**config.mk**
```make
export PLATFORM = sky130hd
export DESIGN_NAME = front_middle_back_queue
export DESIGN_NICKNAME = d
export VERILOG_FILES = /design/src/rtl/core/fmbq_pkg.sv /design/src/rtl/core/fmbq_ram.sv /design/src/rtl/core/fmbq_plan.sv /design/src/rtl/core/front_middle_back_queue.sv
export VERILOG_INCLUDE_DIRS = /design/src /design/src/rtl/core
export SDC_FILE = /design/constraint.sdc
export NUM_CORES = 2
export LEC_CHECK = 0
export ABC_AREA = 1
export BUFFER_PORTS_ARGS = -buffer_cell sky130_fd_sc_hd__buf_2
export CAP_MARGIN = 15
export CORE_UTILIZATION = 45
export DETAILED_ROUTE_END_ITERATION = 10
export PLACE_DENSITY = 0.71
export SYNTH_ARGS = -nofsm -noshare
export SYNTH_HDL_FRONTEND = slang
export SYNTH_SLANG_ARGS = --single-unit
```
**constraint.sdc**
```tcl
create_clock -name clk -period 10.2 [get_ports clk]
set_input_delay 2.04 -clock clk [delete_from_list [all_inputs] [get_ports clk]]
set_output_delay 2.04 -clock clk [all_outputs]
set_load 0.01 [all_outputs]
```
**src/rtl/core/front_middle_back_queue_assert.svh**
```systemverilog
// Assertion macros for the front/middle/back queue.
// Each macro expands to one labeled concurrent assertion clocked on clk, off during rst.
`ifndef FRONT_MIDDLE_BACK_QUEUE_ASSERT_SVH
`define FRONT_MIDDLE_BACK_QUEUE_ASSERT_SVH

// Plain property that must hold at every edge out of reset
`define FMBQ_ASSERT(lbl, prop, msg) \
  lbl: assert property (@(posedge clk) disable iff (rst) (prop)) else $error(msg);

// Same-cycle implication
`define FMBQ_ASSERT_IMPL(lbl, ante, cons, msg) \
  lbl: assert property (@(posedge clk) disable iff (rst) (ante) |-> (cons)) else $error(msg);

// Next-cycle implication
`define FMBQ_ASSERT_NEXT(lbl, ante, cons, msg) \
  lbl: assert property (@(posedge clk) disable iff (rst) (ante) |=> (cons)) else $error(msg);

`endif

```
**src/rtl/core/fmbq_pkg.sv**
```systemverilog
// Shared types and constants for the front/middle/back queue.
// No dependencies.
`timescale 1ns / 1ps

package fmbq_pkg;

  localparam int DEF_CAPACITY   = 64;
  localparam int DEF_DATA_WIDTH = 32;

  localparam int CMD_WIDTH    = 3;
  localparam int VALUE_WIDTH  = 32;
  localparam int STATUS_WIDTH = 2;

  // Result word for anything that is not a successful pop
  localparam logic signed [VALUE_WIDTH-1:0] NO_VALUE = -32'sd1;

  typedef enum logic [CMD_WIDTH-1:0] {
    CMD_PUSH_FRONT  = 3'd0,
    CMD_PUSH_MIDDLE = 3'd1,
    CMD_PUSH_BACK   = 3'd2,
    CMD_POP_FRONT   = 3'd3,
    CMD_POP_MIDDLE  = 3'd4,
    CMD_POP_BACK    = 3'd5
  } cmd_t;

  typedef enum logic [STATUS_WIDTH-1:0] {
    ST_DONE  = 2'd0,
    ST_EMPTY = 2'd1,
    ST_FULL  = 2'd2
  } status_t;

  // Where a half's write data comes from in the data stage
  typedef enum logic [1:0] {
    SRC_VALUE = 2'd0,
    SRC_FRONT = 2'd1,
    SRC_BACK  = 2'd2
  } src_t;

  // Data-stage work decided at accept time
  typedef struct packed {
    logic    front_we;
    logic    back_we;
    src_t    front_src;
    src_t    back_src;
    logic    pop_ok;
    logic    pop_from_back;
    status_t status;
  } plan_t;

endpackage

```
**src/rtl/core/fmbq_ram.sv**
```systemverilog
// Ring storage for one half of the queue: one write port, one registered read port.
// A read of the address written in the same cycle returns the new word.
`timescale 1ns / 1ps

module fmbq_ram #(
  parameter int DEPTH = 33,
  parameter int WIDTH = 32
) (
  input  logic                     clk,
  input  logic                     we,
  input  logic [$clog2(DEPTH)-1:0] waddr,
  input  logic [WIDTH-1:0]         wdata,
  input  logic                     re,
  input  logic [$clog2(DEPTH)-1:0] raddr,
  output logic [WIDTH-1:0]         rdata
);

  logic [WIDTH-1:0] mem [DEPTH];

  always_ff @(posedge clk) begin
    if (we) begin
      mem[waddr] <= wdata;
    end
  end

  // Registered read with write-through bypass
  always_ff @(posedge clk) begin
    if (re) begin
      if (we && (waddr == raddr)) begin
        rdata <= wdata;
      end else begin
        rdata <= mem[raddr];
      end
    end
  end

endmodule

```
**src/rtl/core/fmbq_plan.sv**
```systemverilog
// Head/count registers of both halves and the per-command address and move decision.
// Depends on fmbq_pkg.
`timescale 1ns / 1ps

module fmbq_plan
  import fmbq_pkg::*;
#(
  parameter int CAPACITY = DEF_CAPACITY
) (
  input  logic                                  clk,
  input  logic                                  rst,
  input  logic                                  accept,
  input  logic [CMD_WIDTH-1:0]                  command,
  output plan_t                                 plan,
  output logic [$clog2(CAPACITY/2+1)-1:0]       front_raddr,
  output logic [$clog2(CAPACITY/2+1)-1:0]       back_raddr,
  output logic [$clog2(CAPACITY/2+1)-1:0]       front_waddr,
  output logic [$clog2(CAPACITY/2+1)-1:0]       back_waddr,
  output logic [$clog2(CAPACITY/2+2)-1:0]       front_count,
  output logic [$clog2(CAPACITY/2+2)-1:0]       back_count
);

  localparam int HALF_DEPTH = CAPACITY / 2 + 1;
  localparam int AW         = $clog2(HALF_DEPTH);
  localparam int CW         = $clog2(HALF_DEPTH + 1);
  localparam int TW         = $clog2(CAPACITY + 1);

  logic [AW-1:0] front_head, front_head_next, back_head, back_head_next;
  logic [CW-1:0] front_count_next, back_count_next;
  logic [AW-1:0] f_end, f_tail, f_hm1, f_hp1;
  logic [AW-1:0] b_end, b_tail, b_hm1, b_hp1;
  logic [TW-1:0] total;
  logic          full, empty;

  // Ring index arithmetic; k never exceeds the depth
  function automatic logic [AW-1:0] ring_add(input logic [AW-1:0] a, input logic [CW-1:0] k);
    logic [CW:0] s;
    s = (CW+1)'(a) + (CW+1)'(k);
    if (s >= (CW+1)'(HALF_DEPTH)) begin
      s = s - (CW+1)'(HALF_DEPTH);
    end
    return AW'(s);
  endfunction

  function automatic logic [AW-1:0] ring_dec(input logic [AW-1:0] a);
    return (a == '0) ? AW'(HALF_DEPTH - 1) : a - AW'(1);
  endfunction

  function automatic logic [AW-1:0] ring_inc(input logic [AW-1:0] a);
    return (a == AW'(HALF_DEPTH - 1)) ? '0 : a + AW'(1);
  endfunction

  // Ring positions of interest
  always_comb begin
    f_end  = ring_add(front_head, front_count);
    f_tail = ring_dec(f_end);
    f_hm1  = ring_dec(front_head);
    f_hp1  = ring_inc(front_head);
    b_end  = ring_add(back_head, back_count);
    b_tail = ring_dec(b_end);
    b_hm1  = ring_dec(back_head);
    b_hp1  = ring_inc(back_head);
    total  = TW'(front_count) + TW'(back_count);
    full   = (total >= TW'(CAPACITY));
    empty  = (total == '0);
  end

  // Command decode: new heads and counts, read/write slots, data routing
  always_comb begin
    front_head_next  = front_head;
    back_head_next   = back_head;
    front_count_next = front_count;
    back_count_next  = back_count;
    front_raddr      = f_tail;
    back_raddr       = back_head;
    front_waddr      = f_end;
    back_waddr       = b_hm1;
    plan             = '{front_we: 1'b0, back_we: 1'b0, front_src: SRC_VALUE,
                         back_src: SRC_VALUE, pop_ok: 1'b0, pop_from_back: 1'b0,
                         status: ST_DONE};
    case (cmd_t'(command))
      CMD_PUSH_FRONT: begin
        if (full) begin
          plan.status = ST_FULL;
        end else begin
          plan.front_we   = 1'b1;
          front_waddr     = f_hm1;
          front_head_next = f_hm1;
          if (front_count > back_count) begin
            // old front tail spills to the back head
            plan.back_we    = 1'b1;
            plan.back_src   = SRC_FRONT;
            back_head_next  = b_hm1;
            back_count_next = back_count + CW'(1);
          end else begin
            front_count_next = front_count + CW'(1);
          end
        end
      end
      CMD_PUSH_MIDDLE: begin
        if (full) begin
          plan.status = ST_FULL;
        end else begin
          plan.front_we = 1'b1;
          if (front_count > back_count) begin
            // old middle moves back, new word takes its slot
            plan.back_we    = 1'b1;
            plan.back_src   = SRC_FRONT;
            back_head_next  = b_hm1;
            back_count_next = back_count + CW'(1);
            front_waddr     = f_tail;
          end else begin
            front_count_next = front_count + CW'(1);
          end
        end
      end
      CMD_PUSH_BACK: begin
        if (full) begin
          plan.status = ST_FULL;
        end else begin
          plan.back_we = 1'b1;
          back_waddr   = b_end;
          if (front_count <= back_count) begin
            // back head joins the front tail; with an empty back it is the new word
            plan.front_we    = 1'b1;
            plan.front_src   = (back_count == '0) ? SRC_VALUE : SRC_BACK;
            back_head_next   = b_hp1;
            front_count_next = front_count + CW'(1);
          end else begin
            back_count_next = back_count + CW'(1);
          end
        end
      end
      CMD_POP_FRONT: begin
        if (empty) begin
          plan.status = ST_EMPTY;
        end else begin
          plan.pop_ok     = 1'b1;
          front_raddr     = front_head;
          front_head_next = f_hp1;
          if (front_count <= back_count) begin
            plan.front_we   = 1'b1;
            plan.front_src  = SRC_BACK;
            back_head_next  = b_hp1;
            back_count_next = back_count - CW'(1);
          end else begin
            front_count_next = front_count - CW'(1);
          end
        end
      end
      CMD_POP_MIDDLE: begin
        if (empty) begin
          plan.status = ST_EMPTY;
        end else begin
          plan.pop_ok = 1'b1;
          if (front_count <= back_count) begin
            // back head refills the slot just emptied
            plan.front_we   = 1'b1;
            plan.front_src  = SRC_BACK;
            front_waddr     = f_tail;
            back_head_next  = b_hp1;
            back_count_next = back_count - CW'(1);
          end else begin
            front_count_next = front_count - CW'(1);
          end
        end
      end
      CMD_POP_BACK: begin
        if (empty) begin
          plan.status = ST_EMPTY;
        end else if (back_count == '0) begin
          // single entry lives in the front half
          plan.pop_ok      = 1'b1;
          front_count_next = front_count - CW'(1);
        end else begin
          plan.pop_ok        = 1'b1;
          plan.pop_from_back = 1'b1;
          back_raddr         = b_tail;
          if (front_count > back_count) begin
            plan.back_we     = 1'b1;
            plan.back_src    = SRC_FRONT;
            back_head_next   = b_hm1;
            front_count_next = front_count - CW'(1);
          end else begin
            back_count_next = back_count - CW'(1);
          end
        end
      end
      default: begin
        plan.status = ST_DONE;
      end
    endcase
  end

  // Head and count registers advance once per accepted transaction
  always_ff @(posedge clk) begin
    if (rst) begin
      front_head  <= '0;
      front_count <= '0;
      back_head   <= '0;
      back_count  <= '0;
    end else if (accept) begin
      front_head  <= front_head_next;
      front_count <= front_count_next;
      back_head   <= back_head_next;
      back_count  <= back_count_next;
    end
  end

endmodule

```
**src/rtl/core/front_middle_back_queue.sv**
```systemverilog
// Front/middle/back queue of signed words, kept as two balanced ring halves.
// Input channel: in_valid/in_stall with command and value; one transaction per command.
// Output channel: out_valid/out_stall with popped_value and status, exactly one
// result transaction per command, in command order.
// An accepted command is held in the data stage register until the data stage fires,
// then its result is loaded into the result register. Throughput: one command per
// cycle while in_stall is low. Head/count bookkeeping is settled at accept, the half
// memories are read into their output registers on the same edge, and the data stage
// then writes both halves and loads the result register. A memory read that hits the
// slot written in that cycle is bypassed, so back-to-back commands see each other's moves.
// Reset clears both halves' heads and counts (queue empty) and the pipeline valids;
// stored words are not cleared and are never read before being written.
// When out_stall holds a pending result, one more command may sit in the data stage;
// after that in_stall rises until the result is taken.
// Depends on fmbq_pkg, fmbq_plan, fmbq_ram and front_middle_back_queue_assert.svh.
`timescale 1ns / 1ps
`include "front_middle_back_queue_assert.svh"

module front_middle_back_queue
  import fmbq_pkg::*;
#(
  parameter int CAPACITY   = DEF_CAPACITY,
  parameter int DATA_WIDTH = DEF_DATA_WIDTH
) (
  input  logic                           clk,
  input  logic                           rst,
  input  logic                           in_valid,
  output logic                           in_stall,
  input  logic [CMD_WIDTH-1:0]           command,
  input  logic signed [VALUE_WIDTH-1:0]  value,
  output logic                           out_valid,
  input  logic                           out_stall,
  output logic signed [VALUE_WIDTH-1:0]  popped_value,
  output logic [STATUS_WIDTH-1:0]        status
);

  localparam int HALF_DEPTH = CAPACITY / 2 + 1;
  localparam int AW         = $clog2(HALF_DEPTH);
  localparam int CW         = $clog2(HALF_DEPTH + 1);

  plan_t                         plan, s1_plan;
  logic [AW-1:0]                 front_raddr, back_raddr, front_waddr, back_waddr;
  logic [AW-1:0]                 s1_front_waddr, s1_back_waddr;
  logic [CW-1:0]                 front_count, back_count;
  logic [DATA_WIDTH-1:0]         s1_word, front_rdata, back_rdata;
  logic [DATA_WIDTH-1:0]         front_wdata, back_wdata;
  logic signed [DATA_WIDTH-1:0]  pop_word;
  logic                          s1_valid, s1_adv, s1_fire, accept;
  logic                          front_we, back_we;

  // Handshake: data stage moves on when the result register is free or being taken
  assign s1_adv   = !out_valid || !out_stall;
  assign in_stall = s1_valid && !s1_adv;
  assign accept   = in_valid && !in_stall;
  assign s1_fire  = s1_valid && s1_adv;

  fmbq_plan #(
    .CAPACITY (CAPACITY)
  ) u_plan (
    .clk         (clk),
    .rst         (rst),
    .accept      (accept),
    .command     (command),
    .plan        (plan),
    .front_raddr (front_raddr),
    .back_raddr  (back_raddr),
    .front_waddr (front_waddr),
    .back_waddr  (back_waddr),
    .front_count (front_count),
    .back_count  (back_count)
  );

  // Data stage register
  always_ff @(posedge clk) begin
    if (rst) begin
      s1_valid <= 1'b0;
    end else if (accept) begin
      s1_valid <= 1'b1;
    end else if (s1_adv) begin
      s1_valid <= 1'b0;
    end
  end

  always_ff @(posedge clk) begin
    if (accept) begin
      s1_plan        <= plan;
      s1_front_waddr <= front_waddr;
      s1_back_waddr  <= back_waddr;
      s1_word        <= DATA_WIDTH'(value);
    end
  end

  // Write data routing between the halves
  always_comb begin
    case (s1_plan.front_src)
      SRC_BACK: front_wdata = back_rdata;
      default:  front_wdata = s1_word;
    endcase
    case (s1_plan.back_src)
      SRC_FRONT: back_wdata = front_rdata;
      default:   back_wdata = s1_word;
    endcase
  end

  assign front_we = s1_fire && s1_plan.front_we;
  assign back_we  = s1_fire && s1_plan.back_we;

  fmbq_ram #(
    .DEPTH (HALF_DEPTH),
    .WIDTH (DATA_WIDTH)
  ) u_front_ram (
    .clk   (clk),
    .we    (front_we),
    .waddr (s1_front_waddr),
    .wdata (front_wdata),
    .re    (accept),
    .raddr (front_raddr),
    .rdata (front_rdata)
  );

  fmbq_ram #(
    .DEPTH (HALF_DEPTH),
    .WIDTH (DATA_WIDTH)
  ) u_back_ram (
    .clk   (clk),
    .we    (back_we),
    .waddr (s1_back_waddr),
    .wdata (back_wdata),
    .re    (accept),
    .raddr (back_raddr),
    .rdata (back_rdata)
  );

  assign pop_word = s1_plan.pop_from_back ? back_rdata : front_rdata;

  // Result register
  always_ff @(posedge clk) begin
    if (rst) begin
      out_valid <= 1'b0;
    end else if (s1_fire) begin
      out_valid <= 1'b1;
    end else if (!out_stall) begin
      out_valid <= 1'b0;
    end
  end

  always_ff @(posedge clk) begin
    if (s1_fire) begin
      popped_value <= s1_plan.pop_ok ? VALUE_WIDTH'(pop_word) : NO_VALUE;
      status       <= s1_plan.status;
    end
  end

  // Checks
  `FMBQ_ASSERT(a_halves_balanced, (front_count - back_count) <= CW'(1), "halves out of balance")
  `FMBQ_ASSERT(a_within_capacity, (front_count + back_count) <= CAPACITY, "over capacity")
  `FMBQ_ASSERT_NEXT(a_result_loaded, s1_fire, out_valid, "data stage retired without a result")
  `FMBQ_ASSERT_IMPL(a_refused_no_word, out_valid && (status != ST_DONE),
                    popped_value == NO_VALUE, "failed command returned a word")

endmodule

```
After elaboration in Yosys (flattened, before gate mapping) --
Memory sizes are Yosys's and may differ from the RTL's. A register that Yosys moved wholly into a read port is not among the register bits. Cells that the tools add are included.
Cells by class: mux-type cells 88, equality and inequality tests 25, reductions and logical operators 29, $lt $le $gt $ge 5, bitwise logic cells 1, multipliers 0, add/sub/neg operators 15, shift-type cells 0, divide/modulo/power cells 0
Operator list (count):
- 6-bit 2-to-1 mux | 47
- 32-bit 2-to-1 mux | 3
- 6-bit one-hot mux with 4 select lines | 3
- 6-bit by 1-bit subtractor with 6-bit output (second input constant) | 6
- 6-bit logical NOT | 5
- 6-bit by 1-bit adder with 6-bit output (second input constant) | 4
- 2-bit inequality test (second input constant) | 11
- 6-bit by 6-bit adder with 7-bit output | 3
- 6-bit one-hot mux with 3 select lines | 1
- 1-bit 2-to-1 mux | 17
- 2-bit 2-to-1 mux | 8
- 7-bit by 6-bit >= comparator with 1-bit output (second input constant) | 2
- 6-bit equality test (second input constant) | 2
- 2-bit one-hot mux with 2 select lines | 3
- 6-bit one-hot mux with 2 select lines | 1
- 6-bit subtractor (second input constant) | 2
- 11-bit AND reduction | 1
- 10-bit AND reduction | 1
- 4-bit 2-to-1 mux | 2
- 2-bit by 1-bit inequality test with 1-bit output (second input constant) | 4
- 7-bit >= comparator (second input constant) | 1
- 7-bit logical NOT | 1
- 7-bit AND reduction | 1
- 3-bit by 2-bit equality test with 1-bit output (second input constant) | 2
- other kinds (19) | 32
Storage, ports and cells: memory bits (writable) 2112, bits in latches 0, register bits 114, output and inout port bits 36, memories 2, input port bits 39, word-level logic and storage cells 183, bits in read-only memories 0
Memories:
- u_back_ram.mem | words 33, bits a word 32, rd ports 1, clocked after memory_dff 1, write ports 1, RTL line fmbq_ram.sv:18 | logic [WIDTH-1:0] mem [DEPTH];
- u_front_ram.mem | words 33, bits a word 32, rd ports 1, clocked after memory_dff 1, write ports 1, RTL line fmbq_ram.sv:18

Logic depth before layout (Yosys ltp) --
word-level depth 8, depth in mapped cells 31, gate-level depth less buffers 30

Modules after synthesis --
From an unflattened synthesis, not the netlist that was laid out.
Unflattened totals: cells, all modules 8968, area total of the unflattened synthesis 98223.0 µm²
By module, submodules not included:
- fmbq_ram at u_front_ram | seq. area each 32671.3 µm², cells an instance 3953, area an instance 44963.1 µm², instances 1
- fmbq_ram at u_back_ram | seq. area each 32671.3 µm², cells an instance 3943, area an instance 44830.5 µm², instances 1
- front_middle_back_queue | seq. area each 2682.6 µm², cells an instance 428, area an instance 4329.2 µm², instances 1
- fmbq_plan | seq. area each 480.5 µm², cells an instance 644, area an instance 4100.2 µm², instances 1

Worst setup path before layout --
No wires, ideal clock.
kind input-to-reg, start input port out_stall, end memory u_back_ram.mem[32][0] (enable), arrival time 7446 ps, cell stages on the path 5, required time 9699 ps, setup time 501 ps, buffers on the path 0, setup slack 2252 ps, cell sequence a21oi_1 -> nand2_1 -> nor2_1 -> nand2_1 -> nor4_1
Between the ends: longest elaborated chain between the ends 6
Ends and longest elaborated chain:
- start: declaration | RTL line front_middle_back_queue.sv:32 | input logic out_stall,
- 1-bit logical NOT
- 1-bit logical OR | RTL line front_middle_back_queue.sv:52 | assign s1_adv = !out_valid || !out_stall;
- 1-bit logical AND | RTL line front_middle_back_queue.sv:55 | assign s1_fire = s1_valid && s1_adv;
- 1-bit logical AND | RTL line front_middle_back_queue.sv:106 | assign back_we = s1_fire && s1_plan.back_we;
- 1-bit 2-to-1 mux | RTL line fmbq_ram.sv:21 | if (we) begin
- 1-bit 2-to-1 mux (not written as such) | RTL line fmbq_ram.sv:22 | mem[waddr] <= wdata;
- end: declaration | RTL line fmbq_ram.sv:18
No other way between the ends.

Worst setup path after layout --
start register u_plan.front_count[0], end register u_front_ram.rdata[18] (read register of u_front_ram.mem) (data pin)
Between the ends: longest elaborated chain between the ends 7, elaborated cells between the ends (all ways) 11, those cells by class add/sub: 4; order compare: 1; mux: 4; reduce/logical: 2
Ends and longest elaborated chain:
- start: declaration | RTL line fmbq_plan.sv:19 | output logic [$clog2(CAPACITY/2+2)-1:0] front_count,
- start signal: assignment | RTL line fmbq_plan.sv:204 | front_count <= front_count_next;
- 6-bit by 6-bit adder with 7-bit output | RTL line fmbq_plan.sv:38 | s = (CW+1)'(a) + (CW+1)'(k);
- 6-bit subtractor / 7-bit by 6-bit >= comparator with 1-bit output (equally long branches) | RTL line fmbq_plan.sv:40, fmbq_plan.sv:39
- 6-bit 2-to-1 mux | RTL line fmbq_plan.sv:39 | if (s >= (CW+1)'(HALF_DEPTH)) begin
- 6-bit by 1-bit subtractor with 6-bit output / 6-bit logical NOT (equally long branches) | RTL line fmbq_plan.sv:46 | return (a == '0) ? AW'(HALF_DEPTH - 1) : a - AW'(1);
- 6-bit 2-to-1 mux | RTL line fmbq_plan.sv:46
- 6-bit 2-to-1 mux | RTL line fmbq_plan.sv:135 | if (empty) begin
- 6-bit 2-to-1 mux * | RTL line fmbq_plan.sv:81 | case (cmd_t'(command))
- end: declaration | RTL line fmbq_ram.sv:15 | output logic [WIDTH-1:0] rdata
Every way passes the cells marked *; elsewhere a longest branch is shown, timed or not. A chain may end at the register's enable or synchronous reset.

==> out/results.ini <==
[setup_path]
slowest_delay_ns = 0.90
critPathLaunchType = register
cp_slowest_cell = buf_4
critical_path_class = register to register
crit_path_end_kind = register
cp_max_fo = 113
path_common_cell = nand3_1
crit_arrival_ns = 8.04
required_ns = 10.82

[synth]
post_synth_num_cell_types = 55
yosysMostFrequentCell = edfxtp_1
syn_nets = 9572
postSynth.asyncResetShare_pct = 0
postSynthCellCount = 9483
ys_warn_count = 0
synth_compound_area_share_pct = 1.40
yosys_most_used_dff = edfxtp_1
synth-seq-area-share_pct = 66.5
syn_avg_cell_area_um2 = 10.9
synth_area_leaders = edfxtp_1, nand3_1, nand2_1, nand3b_1, inv_1
yosysTopAreaCell = edfxtp_1
synth_top_family_by_area = simple AND/OR/NAND/NOR gates
synth_area_mm2 = 0.103
yosys.area_share.simple_pct = 23.4
synth_xor_area_share_pct = 0.338
synth_top_area_share_pct = 66.0
synthAdderAreaFrac_pct = 0.644
synth_edf_count = 2262
ys_ff_latch = 2288
synthTopCellsByCount = edfxtp_1, nand3_1, nand2_1
muxShareOfSynthArea_pct = 0

[finish]
finalInstanceArea_mm2 = 0.114
drive_above_1_share_pct = 8.25
nFillCells = 19312
fin_cells = 12588
syn_to_final_growth_pct = 11.1
fin_nets = 9481

[grt]
grt_usage_pct = 24.9
antenna_found_initial = 5
grt_max_degree = 202
busiest_layer = met2
use_met2_pct = 40.8
grt_pass1_vias = 68748
grt_remaining_overflow = 0
grtUsageMet3_pct = 4.38
use_met1_pct = 32.1
grt_pass1_wl_um = 430000

[floorplan]
start_util_pct = 45.3
ios = 75
die-area_mm2 = 0.231
die_h_um = 480
core-area_mm2 = 0.227
rows = 175
die_width_um = 480

[status]
status = complete, no violations

[sta]
tightest_slew_ns = 1.23
max_slew_margin_pct = 17.6
tns_ns = 0
finalSetupViolCount = 0
fin_crit_ns = 7.42
rsz0062_at_grt = no
max_freq_ghz = 0.135
period_share_pct = 72.7
slew_viol_final = 0
hold_violations = 0
skew_ns = 0.0970

[clocking]
path_clk_slew_ns = 0.06
htree_num_levels = 4
cts_buffers = 224
clock-sinks = 2288
cts_tree = built
post-cts-setup-buffers = 0
holdBufCountCts = 0
post_cts_resized = 0
cts_buffer_depth = 3
cts_root_buf = clkbuf_16
clock_latency_ns = 0.91

[detailed_routing]
drtPass1Iterations = 8
drc = 0
vias = 71977
routed_via_density = 5.72
drt_iter0_drc = 9491
wl_um = 293000
ant_nets = 0
wl_per_cell_um = 23.3

[placed_design]
dp_cells = 12168
place_area_mm2 = 0.107
globalplace.congestion = 0.841
hpwl_um = 151000
portBuffers = 74

[hold_path]
hold_class = register to register

[job]
cap_violations = 0

## flip-flops by register name, summed over array words and instances (netlist names), 2 cells and up
name / cells
popped_value: 32
s1_back_waddr: 6
s1_front_waddr: 6
s1_plan: 8
s1_word: 32
status: 2
u_back_ram.mem: 1056
u_back_ram.rdata: 32
u_front_ram.mem: 1056
u_front_ram.rdata: 32
u_plan.back_count: 6
u_plan.back_head: 6
u_plan.front_count: 6
u_plan.front_head: 6
## path summary, 6_finish.rpt
path	from	endpoint	cells after the start	slack [ns]
max	u_plan.front_count[0]	u_front_ram.rdata[18]	26	2.78
max reg2reg	u_plan.front_count[0]	u_front_ram.rdata[18]	26	2.78
min	s1_plan[1]	status[1]	0	0.43
min reg2reg	s1_plan[1]	status[1]	0	0.43
## layout make-up
type / count / area (um2) / area share, %
antenna: 1 / 2.50 / 0.00219
clock buffer: 265 / 5800 / 5.08
clock inverter: 147 / 1590 / 1.39
inverter: 1380 / 5200 / 4.55
multi-input combinational: 5232 / 27500 / 24.0
sequential: 2288 / 68400 / 59.9
tap: 3009 / 3760 / 3.29
timing repair buffer: 266 / 2040 / 1.78
## critical path, delay by kind of cell (launching register included)
kind                     cells  cell delay [ns]
flip-flops                   1             0.39
adder cells (fa/ha/maj)      4             1.23
buffers and inverters        5             1.86
AO/OA/AOI/OAI                2             0.44
AND/OR/NAND/NOR             15             2.89
## layer usage
metal,up-vias,wire (um)
met5,-,8
met4,2,15100
met3,808,29900
met2,4158,138000
met1,34809,110000
li1,32200,-
## layout by cell type, fill, tap and decap left out, drive strengths merged, types with 2 or more instances in the layout
cell type  synthesis  routed
nand2           1671    1671
clkbuf           240     265
o22ai              4       4
nor3              39      39
bufinv             0      24
a211oi             6       6
o21ai            113     113
nor2             286     286
nand4             24      24
nor4               4       4
buf              343     266
inv             1378    1384
clkinv             2     103
xnor2              7       7
or2                2       2
dfxtp             26      26
nand3           2082    2082
clkinvlp           0      16
xor2              28      28
nand3b           770     770
and2               2       2
o21bai             2       2
edfxtp          2262    2262
o2111ai            2       2
a31oi              2       2
a22oi              3       3
o211ai             7       7
a21oi            121     121
a41oi              2       2
fa                 5       5
ha                45      45
## cell families (layout without fill, tap and decap cells)
kind of cell,Yosys count,count (layout)
buffers and inverters,1963,2058
flip-flops,2288,2288
AND/OR/NAND/NOR,4881,4881
other,0,1
adder cells (fa/ha/maj),50,50
AO/OA/AOI/OAI,266,266
XOR/XNOR,35,35
## through the flow
stage               worst slack (ns)  hold slack (ns)  utilization (%)
global route                    2.29            0.442             50.3
global placement                2.91            0.411             47.0
finish                          2.78            0.425             50.3
detailed placement              2.86            0.411             47.0
CTS                             2.91            0.431             50.2
floorplan                       2.25            0.400                -
Power is left out: the tool's default activity adds up to more than one toggle a clock period on the data nets, which glitch-free logic cannot reach.
